`src/rtl/core/rwr_pkg.sv`:
```
// ----------------------------------------------------------------------------
// rwr_pkg: shared types and constants for the reorder window ring
// Command and status codes, and the flags passed from the planner to the
// execute stage.
// ----------------------------------------------------------------------------
`default_nettype none

package rwr_pkg;

    // Command carried in the input tuser field
    typedef enum logic [1:0] {
        CMD_INSERT = 2'd0,
        CMD_POP    = 2'd1,
        CMD_CLEAR  = 2'd2,
        CMD_QUERY  = 2'd3
    } t_cmd;

    // Status carried in the result tuser field
    typedef enum logic [1:0] {
        ST_OK       = 2'd0,
        ST_DROPPED  = 2'd1,
        ST_MISMATCH = 2'd2,
        ST_EMPTY    = 2'd3
    } t_status;

    // Insert plan flags
    typedef struct packed {
        logic ok;   // position is in range, so the insert is accepted
        logic ext;  // tail moves past the written slot
    } t_plan;

    localparam logic [6:0] RING_SIZE_RST = 7'd64;

    localparam int REL_W   = 7;
    localparam int TAG_W   = 16;
    localparam int FIELD_W = 6;   // width of slot, length, count, head fields

endpackage

`default_nettype wire

```
`src/rtl/core/rwr_plan.sv`:
```
// ----------------------------------------------------------------------------
// rwr_plan: insert position planner
// Works out window length, acceptance, new head and physical slot of an
// insert from the pointer state that the item will see.
// ----------------------------------------------------------------------------
`default_nettype none

module rwr_plan #(
    parameter int PW = 6,
    parameter int SW = 7
) (
    input  wire logic [PW-1:0]                   i_head,
    input  wire logic [PW-1:0]                   i_tail,
    input  wire logic [SW-1:0]                   i_size,
    input  wire logic [rwr_pkg::REL_W-1:0]       i_rel,
    output rwr_pkg::t_plan                       o_plan,
    output logic      [PW-1:0]                   o_slot,
    output logic      [PW-1:0]                   o_start,
    output logic      [PW-1:0]                   o_next_tail
);

    localparam int XW = (SW > rwr_pkg::REL_W) ? SW : rwr_pkg::REL_W;
    localparam int CW = XW + 1;

    logic                          neg;
    logic [rwr_pkg::REL_W-1:0]     mag;
    logic [CW-1:0]                 head_c, tail_c, s_c, len, m, pos, sum;
    logic [CW-1:0]                 start_c, p_c, p1, ntail_c;

    assign neg    = i_rel[rwr_pkg::REL_W-1];
    assign mag    = ~i_rel + rwr_pkg::REL_W'(1);
    assign head_c = CW'(i_head);
    assign tail_c = CW'(i_tail);
    assign s_c    = CW'(i_size);
    assign m      = CW'(mag);
    assign pos    = CW'(i_rel[rwr_pkg::REL_W-2:0]);

    assign len = (tail_c >= head_c) ? (tail_c - head_c) : (tail_c + s_c - head_c);

    // downward growth keeps one slot free
    assign start_c = !neg ? head_c :
                     (head_c >= m) ? (head_c - m) : (head_c + s_c - m);

    assign sum     = head_c + pos;
    assign p_c     = neg ? start_c : ((sum >= s_c) ? (sum - s_c) : sum);
    assign p1      = p_c + CW'(1);
    assign ntail_c = (p1 == s_c) ? '0 : p1;

    assign o_plan.ok  = neg ? ((len + m) <= (s_c - CW'(1))) : (pos < (s_c - CW'(1)));
    assign o_plan.ext = !neg && (pos >= len);

    assign o_slot      = PW'(p_c);
    assign o_start     = PW'(start_c);
    assign o_next_tail = PW'(ntail_c);

endmodule

`default_nettype wire

```
`src/rtl/core/rwr_tag_ram.sv`:
```
// ----------------------------------------------------------------------------
// rwr_tag_ram: group tag store
// One write port, two registered read ports, write data forwarded to a read
// of the same address in the same cycle.
// ----------------------------------------------------------------------------
`default_nettype none

module rwr_tag_ram #(
    parameter int DEPTH    = 64,
    parameter int TAG_BITS = 16,
    parameter int AW       = 6
) (
    input  wire logic                i_clk,
    input  wire logic                i_wr_en,
    input  wire logic [AW-1:0]       i_wr_addr,
    input  wire logic [TAG_BITS-1:0] i_wr_data,
    input  wire logic                i_rd_a_en,
    input  wire logic [AW-1:0]       i_rd_a_addr,
    output logic      [TAG_BITS-1:0] o_rd_a_data,
    input  wire logic                i_rd_b_en,
    input  wire logic [AW-1:0]       i_rd_b_addr,
    output logic      [TAG_BITS-1:0] o_rd_b_data
);

    logic [TAG_BITS-1:0] mem [DEPTH];

    always_ff @(posedge i_clk) begin
        if (i_wr_en) begin
            mem[i_wr_addr] <= i_wr_data;
        end
    end

    always_ff @(posedge i_clk) begin
        if (i_rd_a_en) begin
            if (i_wr_en && (i_wr_addr == i_rd_a_addr)) begin
                o_rd_a_data <= i_wr_data;
            end else begin
                o_rd_a_data <= mem[i_rd_a_addr];
            end
        end
    end

    always_ff @(posedge i_clk) begin
        if (i_rd_b_en) begin
            if (i_wr_en && (i_wr_addr == i_rd_b_addr)) begin
                o_rd_b_data <= i_wr_data;
            end else begin
                o_rd_b_data <= mem[i_rd_b_addr];
            end
        end
    end

endmodule

`default_nettype wire

```
`src/rtl/core/rwr_exec.sv`:
```
// ----------------------------------------------------------------------------
// rwr_exec: command execute
// Next pointer, count and occupancy state for one command, plus its status.
// ----------------------------------------------------------------------------
`default_nettype none

module rwr_exec #(
    parameter int DEPTH    = 64,
    parameter int TAG_BITS = 16,
    parameter int PW       = 6,
    parameter int SW       = 7
) (
    input  wire rwr_pkg::t_cmd          i_cmd,
    input  wire rwr_pkg::t_plan         i_plan,
    input  wire logic [PW-1:0]          i_slot,
    input  wire logic [PW-1:0]          i_start,
    input  wire logic [PW-1:0]          i_next_tail,
    input  wire logic [TAG_BITS-1:0]    i_tag,
    input  wire logic [TAG_BITS-1:0]    i_old_tag,
    input  wire logic [SW-1:0]          i_size,
    input  wire logic [PW-1:0]          i_head,
    input  wire logic [PW-1:0]          i_tail,
    input  wire logic [SW-1:0]          i_count,
    input  wire logic [DEPTH-1:0]       i_occ,
    output logic      [PW-1:0]          n_head,
    output logic      [PW-1:0]          n_tail,
    output logic      [SW-1:0]          n_count,
    output logic      [DEPTH-1:0]       n_occ,
    output logic                        o_wr,
    output rwr_pkg::t_status            o_status,
    output logic      [PW-1:0]          o_slot,
    output logic      [SW-1:0]          o_len
);

    logic          slot_occ, head_occ, mismatch;
    logic [SW-1:0] h1, head_s, tail_s;

    assign slot_occ = i_occ[i_slot];
    assign head_occ = i_occ[i_head];
    assign mismatch = slot_occ && (i_old_tag != i_tag);
    assign h1       = SW'(i_head) + SW'(1);

    always_comb begin
        n_head   = i_head;
        n_tail   = i_tail;
        n_count  = i_count;
        n_occ    = i_occ;
        o_wr     = 1'b0;
        o_status = rwr_pkg::ST_OK;
        o_slot   = '0;
        unique case (i_cmd)
            rwr_pkg::CMD_INSERT: begin
                if (!i_plan.ok) begin
                    o_status = rwr_pkg::ST_DROPPED;
                end else if (mismatch) begin
                    o_status = rwr_pkg::ST_MISMATCH;
                end else begin
                    if (!slot_occ) begin
                        n_occ[i_slot] = 1'b1;
                        n_count       = i_count + SW'(1);
                        o_wr          = 1'b1;
                    end
                    n_head = i_start;
                    if (i_plan.ext) begin
                        n_tail = i_next_tail;
                    end
                    o_slot = i_slot;
                end
            end
            rwr_pkg::CMD_POP: begin
                if (i_head == i_tail) begin
                    o_status = rwr_pkg::ST_EMPTY;
                end else begin
                    // a gap at the head advances without touching the count
                    if (head_occ) begin
                        n_occ[i_head] = 1'b0;
                        if (i_count != '0) begin
                            n_count = i_count - SW'(1);
                        end
                    end
                    n_head = (h1 == i_size) ? '0 : PW'(h1);
                end
            end
            rwr_pkg::CMD_CLEAR: begin
                n_head  = '0;
                n_tail  = '0;
                n_count = '0;
                n_occ   = '0;
            end
            rwr_pkg::CMD_QUERY: begin
            end
            default: begin
            end
        endcase
    end

    assign head_s = SW'(n_head);
    assign tail_s = SW'(n_tail);
    assign o_len  = (tail_s >= head_s) ? (tail_s - head_s) : (tail_s + i_size - head_s);

endmodule

`default_nettype wire

```
`src/rtl/core/reorder_window_ring_unit.sv`:
```
// ----------------------------------------------------------------------------
// reorder_window_ring_unit: ring of group slots for packet reordering
//
// Usage:
//   Commands enter on the s_axis channel: tuser holds the command (insert,
//   pop head, clear all, query), tdata holds the relative index (signed)
//   and the group tag. Every command gives exactly one result item on the
//   m_axis channel: tuser holds the status, tdata the written slot, the
//   new-group flag, window length, group count and the head slot state.
//   From accept to result valid an item passes a plan register (tag store
//   read issued at accept) and a result register. One command per cycle is
//   sustained while m_axis_tready stays high; the limit is the single tag
//   compare against the tag read at accept, with the next plan forwarded
//   from the command in flight.
//   When m_axis_tready is low the result register holds, the plan stage
//   holds once it is full, and s_axis_tready drops; nothing is lost.
//   Reset: ring size 64, ring empty, both stages empty. Occupancy is held
//   in flops cleared by reset, so no clearing pass runs; tags are only used
//   behind a set occupancy bit. The user must write the ring size register
//   through i_cfg_wr_en/i_cfg_wr_data only while the block is idle; the block
//   does not enforce this. A write also empties the ring.
// ----------------------------------------------------------------------------
`default_nettype none

module reorder_window_ring_unit #(
    parameter int DEPTH    = 64,
    parameter int TAG_BITS = 16
) (
    input  wire logic        i_clk,
    input  wire logic        i_rst_n,
    // configuration: ring_size
    input  wire logic        i_cfg_wr_en,
    input  wire logic [6:0]  i_cfg_wr_data,
    // command channel
    input  wire logic        s_axis_tvalid,
    output logic             s_axis_tready,
    input  wire logic [23:0] s_axis_tdata,   // [6:0] rel_index, [22:7] group_tag
    input  wire logic [1:0]  s_axis_tuser,   // [1:0] command
    // result channel
    output logic             m_axis_tvalid,
    input  wire logic        m_axis_tready,
    output logic      [47:0] m_axis_tdata,   // [5:0] slot, [6] new_group,
                                             // [12:7] window_length,
                                             // [18:13] group_count,
                                             // [19] head_valid, [25:20] head_slot,
                                             // [41:26] head_tag
    output logic      [1:0]  m_axis_tuser    // [1:0] status
);

    localparam int PW = $clog2(DEPTH);       // slot pointer
    localparam int SW = $clog2(DEPTH + 1);   // size, length, count
    localparam int XW = (SW > 7) ? SW : 7;
    localparam int FW = rwr_pkg::FIELD_W;

    // ---------------- ring state ----------------
    logic [6:0]       r_ring_size;
    logic [PW-1:0]    r_head, r_tail;
    logic [SW-1:0]    r_count;
    logic [DEPTH-1:0] r_occ;
    logic [SW-1:0]    eff_size;
    logic [XW-1:0]    size_x;

    // ---------------- plan stage ----------------
    logic                 r_x_vld;
    rwr_pkg::t_cmd        r_x_cmd;
    logic [TAG_BITS-1:0]  r_x_tag;
    rwr_pkg::t_plan       r_x_plan;
    logic [PW-1:0]        r_x_slot, r_x_start, r_x_next_tail;
    logic [TAG_BITS-1:0]  x_old_tag;

    // ---------------- result stage ----------------
    logic                 r_o_vld;
    rwr_pkg::t_status     r_o_status;
    logic [FW-1:0]        r_o_slot, r_o_len, r_o_count, r_o_head;
    logic                 r_o_new, r_o_hvalid, r_o_head_occ;
    logic [TAG_BITS-1:0]  o_head_tag_raw;

    // ---------------- flow ----------------
    logic out_free, x_move, accept;

    assign out_free      = !r_o_vld || m_axis_tready;
    assign x_move        = r_x_vld && out_free;
    assign s_axis_tready = !r_x_vld || out_free;
    assign accept        = s_axis_tvalid && s_axis_tready;

    // ring_size saturated into [2, DEPTH]
    assign size_x   = XW'(r_ring_size);
    assign eff_size = (size_x < XW'(2))     ? SW'(2) :
                      (size_x > XW'(DEPTH)) ? SW'(DEPTH) : SW'(size_x);

    // ---------------- execute ----------------
    logic [PW-1:0]       n_head, n_tail, ex_slot;
    logic [SW-1:0]       n_count, ex_len;
    logic [DEPTH-1:0]    n_occ;
    logic                ex_wr;
    rwr_pkg::t_status    ex_status;

    rwr_exec #(
        .DEPTH    (DEPTH),
        .TAG_BITS (TAG_BITS),
        .PW       (PW),
        .SW       (SW)
    ) u_exec (
        .i_cmd       (r_x_cmd),
        .i_plan      (r_x_plan),
        .i_slot      (r_x_slot),
        .i_start     (r_x_start),
        .i_next_tail (r_x_next_tail),
        .i_tag       (r_x_tag),
        .i_old_tag   (x_old_tag),
        .i_size      (eff_size),
        .i_head      (r_head),
        .i_tail      (r_tail),
        .i_count     (r_count),
        .i_occ       (r_occ),
        .n_head      (n_head),
        .n_tail      (n_tail),
        .n_count     (n_count),
        .n_occ       (n_occ),
        .o_wr        (ex_wr),
        .o_status    (ex_status),
        .o_slot      (ex_slot),
        .o_len       (ex_len)
    );

    // ---------------- plan for the incoming item ----------------
    // Planned against the state the command in flight leaves behind.
    logic [PW-1:0]  st_head, st_tail, pl_slot, pl_start, pl_next_tail;
    rwr_pkg::t_plan pl_plan;

    assign st_head = x_move ? n_head : r_head;
    assign st_tail = x_move ? n_tail : r_tail;

    rwr_plan #(
        .PW (PW),
        .SW (SW)
    ) u_plan (
        .i_head      (st_head),
        .i_tail      (st_tail),
        .i_size      (eff_size),
        .i_rel       (s_axis_tdata[6:0]),
        .o_plan      (pl_plan),
        .o_slot      (pl_slot),
        .o_start     (pl_start),
        .o_next_tail (pl_next_tail)
    );

    // ---------------- tag store ----------------
    // Port A: tag of the planned slot, for the mismatch check.
    // Port B: tag of the head after the command, straight into the result.
    rwr_tag_ram #(
        .DEPTH    (DEPTH),
        .TAG_BITS (TAG_BITS),
        .AW       (PW)
    ) u_tag_ram (
        .i_clk       (i_clk),
        .i_wr_en     (x_move && ex_wr),
        .i_wr_addr   (r_x_slot),
        .i_wr_data   (r_x_tag),
        .i_rd_a_en   (accept),
        .i_rd_a_addr (pl_slot),
        .o_rd_a_data (x_old_tag),
        .i_rd_b_en   (x_move),
        .i_rd_b_addr (n_head),
        .o_rd_b_data (o_head_tag_raw)
    );

    // ---------------- control registers ----------------
    always_ff @(posedge i_clk) begin
        if (!i_rst_n) begin
            r_ring_size <= rwr_pkg::RING_SIZE_RST;
            r_head      <= '0;
            r_tail      <= '0;
            r_count     <= '0;
            r_occ       <= '0;
            r_x_vld     <= 1'b0;
            r_o_vld     <= 1'b0;
        end else begin
            if (i_cfg_wr_en) begin
                // new size empties the ring
                r_ring_size <= i_cfg_wr_data;
                r_head      <= '0;
                r_tail      <= '0;
                r_count     <= '0;
                r_occ       <= '0;
            end else if (x_move) begin
                r_head  <= n_head;
                r_tail  <= n_tail;
                r_count <= n_count;
                r_occ   <= n_occ;
            end

            if (accept) begin
                r_x_vld <= 1'b1;
            end else if (x_move) begin
                r_x_vld <= 1'b0;
            end

            if (x_move) begin
                r_o_vld <= 1'b1;
            end else if (m_axis_tready) begin
                r_o_vld <= 1'b0;
            end
        end
    end

    // ---------------- payload registers ----------------
    always_ff @(posedge i_clk) begin
        if (accept) begin
            r_x_cmd       <= rwr_pkg::t_cmd'(s_axis_tuser);
            r_x_tag       <= TAG_BITS'(s_axis_tdata[22:7]);
            r_x_plan      <= pl_plan;
            r_x_slot      <= pl_slot;
            r_x_start     <= pl_start;
            r_x_next_tail <= pl_next_tail;
        end
        if (x_move) begin
            r_o_status   <= ex_status;
            r_o_slot     <= FW'(ex_slot);
            r_o_new      <= ex_wr;
            r_o_len      <= FW'(ex_len);
            r_o_count    <= FW'(n_count);
            r_o_hvalid   <= (n_head != n_tail);
            r_o_head     <= FW'(n_head);
            r_o_head_occ <= n_occ[n_head];
        end
    end

    // ---------------- result channel ----------------
    assign m_axis_tvalid = r_o_vld;
    assign m_axis_tuser  = r_o_status;
    assign m_axis_tdata  = {6'd0,
                            r_o_head_occ ? rwr_pkg::TAG_W'(o_head_tag_raw)
                                         : rwr_pkg::TAG_W'(0),
                            r_o_head, r_o_hvalid, r_o_count, r_o_len,
                            r_o_new, r_o_slot};

endmodule

`default_nettype wire

```
`config.mk`:
```
export PLATFORM = sky130hd
export DESIGN_NAME = reorder_window_ring_unit
export DESIGN_NICKNAME = d
export VERILOG_FILES = /design/src/rtl/core/rwr_pkg.sv /design/src/rtl/core/rwr_plan.sv /design/src/rtl/core/rwr_tag_ram.sv /design/src/rtl/core/rwr_exec.sv /design/src/rtl/core/reorder_window_ring_unit.sv
export SDC_FILE = /design/constraint.sdc
export NUM_CORES = 2
export LEC_CHECK = 0
export CAP_MARGIN = 30
export CORE_MARGIN = 2
export CORE_UTILIZATION = 25
export CTS_CLUSTER_DIAMETER = 60
export DETAILED_ROUTE_END_ITERATION = 8
export DONT_BUFFER_PORTS = 1
export GPL_ROUTABILITY_DRIVEN = 0
export PLACE_DENSITY_LB_ADDON = 0.08
export SYNTH_ARGS = -nofsm -noshare
export SYNTH_HDL_FRONTEND = slang
export SYNTH_SLANG_ARGS = --single-unit
```
`constraint.sdc`:
```
create_clock -name i_clk -period 7.2 [get_ports i_clk]
set_input_delay 1.08 -clock i_clk [delete_from_list [all_inputs] [get_ports i_clk]]
set_output_delay 1.08 -clock i_clk [all_outputs]
set_load 0.005 [all_outputs]
```
==> impl_results.md <==
- Worst Path Required: 7800 ps
- Final max-slew violation count: 0
- Worst-case clock skew: 51.3 ps
- Post-detailed-route wirelength per cell: 31.9 um
- Effective utilization at floorplan: 25.1%
- Uppermost routed layer: met5
- Static leakage: 0.0306 uW
- Core area: 265000 um^2
- Post-synthesis register bit count: 1215
- Combinational family with the most area after synthesis: simple AND/OR/NAND/NOR gates
- Critical Path AT: 7800 ps
- Power per cell area: 269 nW/um^2
- Register clock-pin slew on the reported worst setup and hold paths: 60 ps
- Most used flip-flop cell after synthesis: sky130_fd_sc_hd__edfxtp_1
- Master cell of the clock root buffer: sky130_fd_sc_hd__clkbuf_16
- Maximum ir drop on the vdd rail: 0.172 mV
- Clock tree sinks: 1215
- Total Power Consumption: 23100 uW
- Run status: finished, final reports clean
- Mean post-synth cell area: 10.3 um^2
- Via density per instance: 5.57
- Share of the synthesized netlist area taken by xor and xnor gates: 1.35%
- Overall die width: 520 um
- Number of different library cells in the post-synthesis netlist: 103
- Worst reg2reg path endpoint: u_tag_ram.o_rd_a_data[6]
- Via count: 59.5k
- Path type of the worst setup path: flip-flop to flip-flop
- Slew HR: 31.2%
- Critical R2R Launch: r_x_slot[0]
- Number of synthesized flops with an enable pin: 1123
- Number of H-tree levels: 4
- Area post-placement: 76800 um^2
- Cell Area, Synth: 66500 um^2
- Post-route DRC: 0
- Pin count of the biggest net entering global routing: 102
- Wire length after detailed routing: 341000 um
- Number of synthesis warnings: 0
- Global route overflow: 0
- Worst-margin pin slew: 1020 ps
- Initial detailed-routing violation count: 6310
- Final net count: 7140
- Final worst path period need: 7200 ps
- Share of synthesized area spent on multiplexers: 2.28%
- Final Instance Count excl. Fillers: 10.7k
- Logic depth of the worst register-to-register path: 37
- DPL Wire Length: 221000 um
- Amount of wire on met2 after detailed routing: 153000 um
- Post-route ant nets: 0
- Kind of launch point of the worst setup path: flip-flop
- Synth Area in Compound Gates: 18.1%
- Crit path launch: r_x_slot[0]
- Path type of the worst min-delay path: input pin to flip-flop
- Slowest stage delay, CP: 590 ps
- Placed Instances: 10.3k
- Antenna violations before repair: 34
- Endpoint type of the worst setup path: flip-flop
- Number of top-level pins: 90
- Utilization after layout: 32.4%
- Post-route met1 wirelength: 152000 um
- Synthesized netlist cell count: 6468
- Maximum clock frequency: 139 MHz
- Sequential-to-total area share from yosys stat: 53.5%
- Share of layout cells above drive strength 1: 22.8%
- Slack of the worst reg-to-reg path: 1 ps
- Area of the die: 270000 um^2
- Final standard cell area without fillers: 85800 um^2
- RSZ-0062 raised after global routing: yes
- Synth-to-Final Area Change: 29.2%
- Number of rows in the core area: 189
- Number of buffers created by CTS: 178
- Post-synth ARST share: 0%
- Endpoints failing hold: 0
- Number of detailed-routing iterations run before antenna repair: 7
- First-pass GRT wire length: 463000 um
- Critical Path Sink: u_tag_ram.o_rd_a_data[6]
- Port bufs: 0
- Worst skew pair latency: 880 ps
- Number of cells on the worst hold path: 0
- Die Y-Extent: 520 um
- Adder-Cell Fraction of Synth Area: 2.17%
- Maximum clock path buffer count: 4
- Simple logic cell fraction of the synthesized area: 18.2%
- Number of max-capacitance violations reported: 0
- Critical-path maximum fanout: 12
- Setup violators final: 0
- Gr usage total: 24.0%
- TritonCTS clock tree: yes
- CP dominant cell by count: sky130_fd_sc_hd__buf_12
- Fin crit share: 100%
- CP max-delay cell: sky130_fd_sc_hd__fa_2
- Detailed route wirelength on metal3: 22700 um
- Vias in the first global route: 57.4k
critical path, delay by kind of cell (launching register included):
family                     cells  cell delay [ps]
AOI/OAI and AO/OA             10             1870
adders and majority gates      3             1110
buffers and inverters         15             1960
DFF                            1              410
muxes                          4              900
and+or+nand+nor                5              600
Yosys cell counts (10+ instances only):
| cell | n | area, um^2 |
|---|---|---|
| sky130_fd_sc_hd__nand2b_1 | 18 | 113 |
| sky130_fd_sc_hd__mux2_1 | 12 | 135 |
| sky130_fd_sc_hd__xor2_1 | 36 | 315 |
| sky130_fd_sc_hd__buf_2 | 94 | 470 |
| sky130_fd_sc_hd__nor3_1 | 100 | 500 |
| sky130_fd_sc_hd__a311oi_1 | 348 | 3050 |
| sky130_fd_sc_hd__ha_1 | 81 | 1010 |
| sky130_fd_sc_hd__a22o_1 | 10 | 87.6 |
| sky130_fd_sc_hd__nand2_1 | 1298 | 4870 |
| sky130_fd_sc_hd__a21o_1 | 34 | 255 |
| sky130_fd_sc_hd__mux4_2 | 16 | 360 |
| sky130_fd_sc_hd__nor4_1 | 16 | 100 |
| sky130_fd_sc_hd__o21bai_1 | 15 | 113 |
| sky130_fd_sc_hd__inv_1 | 111 | 417 |
| sky130_fd_sc_hd__a2111o_1 | 32 | 360 |
| sky130_fd_sc_hd__nand3_1 | 320 | 1600 |
| sky130_fd_sc_hd__a31oi_1 | 102 | 638 |
| sky130_fd_sc_hd__a22oi_1 | 19 | 143 |
| sky130_fd_sc_hd__buf_4 | 13 | 97.6 |
| sky130_fd_sc_hd__a221oi_1 | 16 | 140 |
| sky130_fd_sc_hd__xnor2_1 | 64 | 561 |
| sky130_fd_sc_hd__or4_1 | 32 | 240 |
| sky130_fd_sc_hd__a21oi_1 | 128 | 641 |
| sky130_fd_sc_hd__o21a_1 | 21 | 158 |
| sky130_fd_sc_hd__nor2_1 | 223 | 837 |
| sky130_fd_sc_hd__a211oi_1 | 439 | 3300 |
| sky130_fd_sc_hd__buf_1 | 43 | 161 |
| sky130_fd_sc_hd__or3_1 | 11 | 68.8 |
| sky130_fd_sc_hd__o22ai_1 | 34 | 213 |
| sky130_fd_sc_hd__and2_1 | 32 | 200 |
| sky130_fd_sc_hd__o31ai_1 | 20 | 150 |
| sky130_fd_sc_hd__mux2i_1 | 73 | 731 |
| sky130_fd_sc_hd__edfxtp_1 | 1123 | 33700 |
| sky130_fd_sc_hd__o21ai_0 | 155 | 776 |
| sky130_fd_sc_hd__nand4_1 | 47 | 294 |
| sky130_fd_sc_hd__o311ai_0 | 42 | 368 |
| sky130_fd_sc_hd__clkbuf_1 | 446 | 1670 |
| sky130_fd_sc_hd__dfxtp_1 | 92 | 1840 |
| sky130_fd_sc_hd__and3_1 | 436 | 2730 |
| sky130_fd_sc_hd__nor2b_1 | 25 | 156 |
| sky130_fd_sc_hd__mux2_2 | 23 | 259 |
| sky130_fd_sc_hd__o211ai_1 | 49 | 368 |
| sky130_fd_sc_hd__fa_1 | 21 | 420 |
| sky130_fd_sc_hd__a211o_1 | 36 | 315 |
layer usage:
layer,up-vias,track usage (%)
met5,-,0
met1,30415,33.6
li1,25947,-
met2,2604,37.7
met4,4,8.82
met3,529,3.17
area by class of cell:
type	instances	area, um^2
inverters	123	533
clock inverters	109	1190
diodes	10	25.0
clock buffers	213	4610
fillers	26860	179000
flip-flops and latches	1215	35600
repair buffers	947	9510
repair inverters	1	11.3
well taps	3533	4420
multi-input cells	4534	30000
sequential cells by signal, summed over array words and instances, names as in the netlist, 6 cells and up:
name	flops
r_ring_size	7
r_o_head	6
r_o_len	6
r_o_slot	6
r_occ	64
r_head	6
u_tag_ram.o_rd_b_data	16
u_tag_ram.mem	1024
r_tail	6
r_o_count	6
r_x_tag	16
r_x_slot	6
u_tag_ram.o_rd_a_data	16
r_x_start	6
r_count	7
r_x_next_tail	6
metrics by stage:
stage / setup TNS (ps) / setup WS [ps] / hold WS [ps]
floorplan: 0 / 27.6 / 455
global placement: -9220 / -622 / 491
detailed placement: -8360 / -619 / 499
CTS: -60.7 / -19.7 / 244
global route: -2910 / -232 / 275
finish: 0 / 1.28 / 313
cell families after synthesis:
group | Yosys count
AND/OR/NAND/NOR | 2600
AO/OA/AOI/OAI | 1597
flip-flops | 1215
buffers and inverters | 724
multiplexers | 126
adder cells (fa/ha/maj) | 103
XOR/XNOR | 101
other | 2
where the power goes:
group	internal, uW	leakage [uW]	switching [uW]
Sequential	7850	0.0109	88.7
Clock	5220	0.00282	3630
Combinational	2420	0.0169	3850
worst min-delay path by stage:
stage	slack, ps	end	startpoint
CTS	240	r_x_cmd[0]	s_axis_tuser[0]
floorplan	450	r_occ[61]	r_occ[61]
detailed placement	500	r_count[6]	r_count[6]
global route	270	r_ring_size[6]	i_rst_n
finish	310	r_x_tag[5]	s_axis_tdata[12]
global placement	490	r_count[6]	r_count[6]
cell usage in the layout (no fill, tap or decap), drive strengths merged, types with 17 or more instances in the layout:
cell    netlist  routed
fa           21      21
clkinv        3      69
ha           81      81
bufinv        0      17
nor4         17      17
o211ai       51      51
buf         153     928
mux2i        74      74
o31ai        20      20
nand4        50      50
or4          33      33
nor2b        25      25
nand2      1298    1298
mux2         36      36
a221oi       18      18
a31oi       102     102
o22ai        34      34
xnor2        64      64
nor3        100     100
nand2b       18      18
xor2         36      36
inv         120     140
o311ai       43      43
a311oi      350     350
a21o         34      34
a22oi        19      19
nor2        223     223
o21a         21      21
dfxtp        92      92
a21oi       131     131
nand3       320     320
and2         32      32
and3        436     436
a211o        36      36
a211oi      439     439
clkbuf      448     230
a2111o       32      32
o21ai       158     158
edfxtp     1123    1123
repair_timing:
item | in CTS | in global routing
gates resized for setup | 104 | 294
cloned | 6 | 18
pin swaps | 51 | 151
hold buffers | 0 | 0
setup buffers | 25 | 32
endpoints found under the setup margin | 23 | 23
No activity file was read; power rests on OpenSTA's default activity.
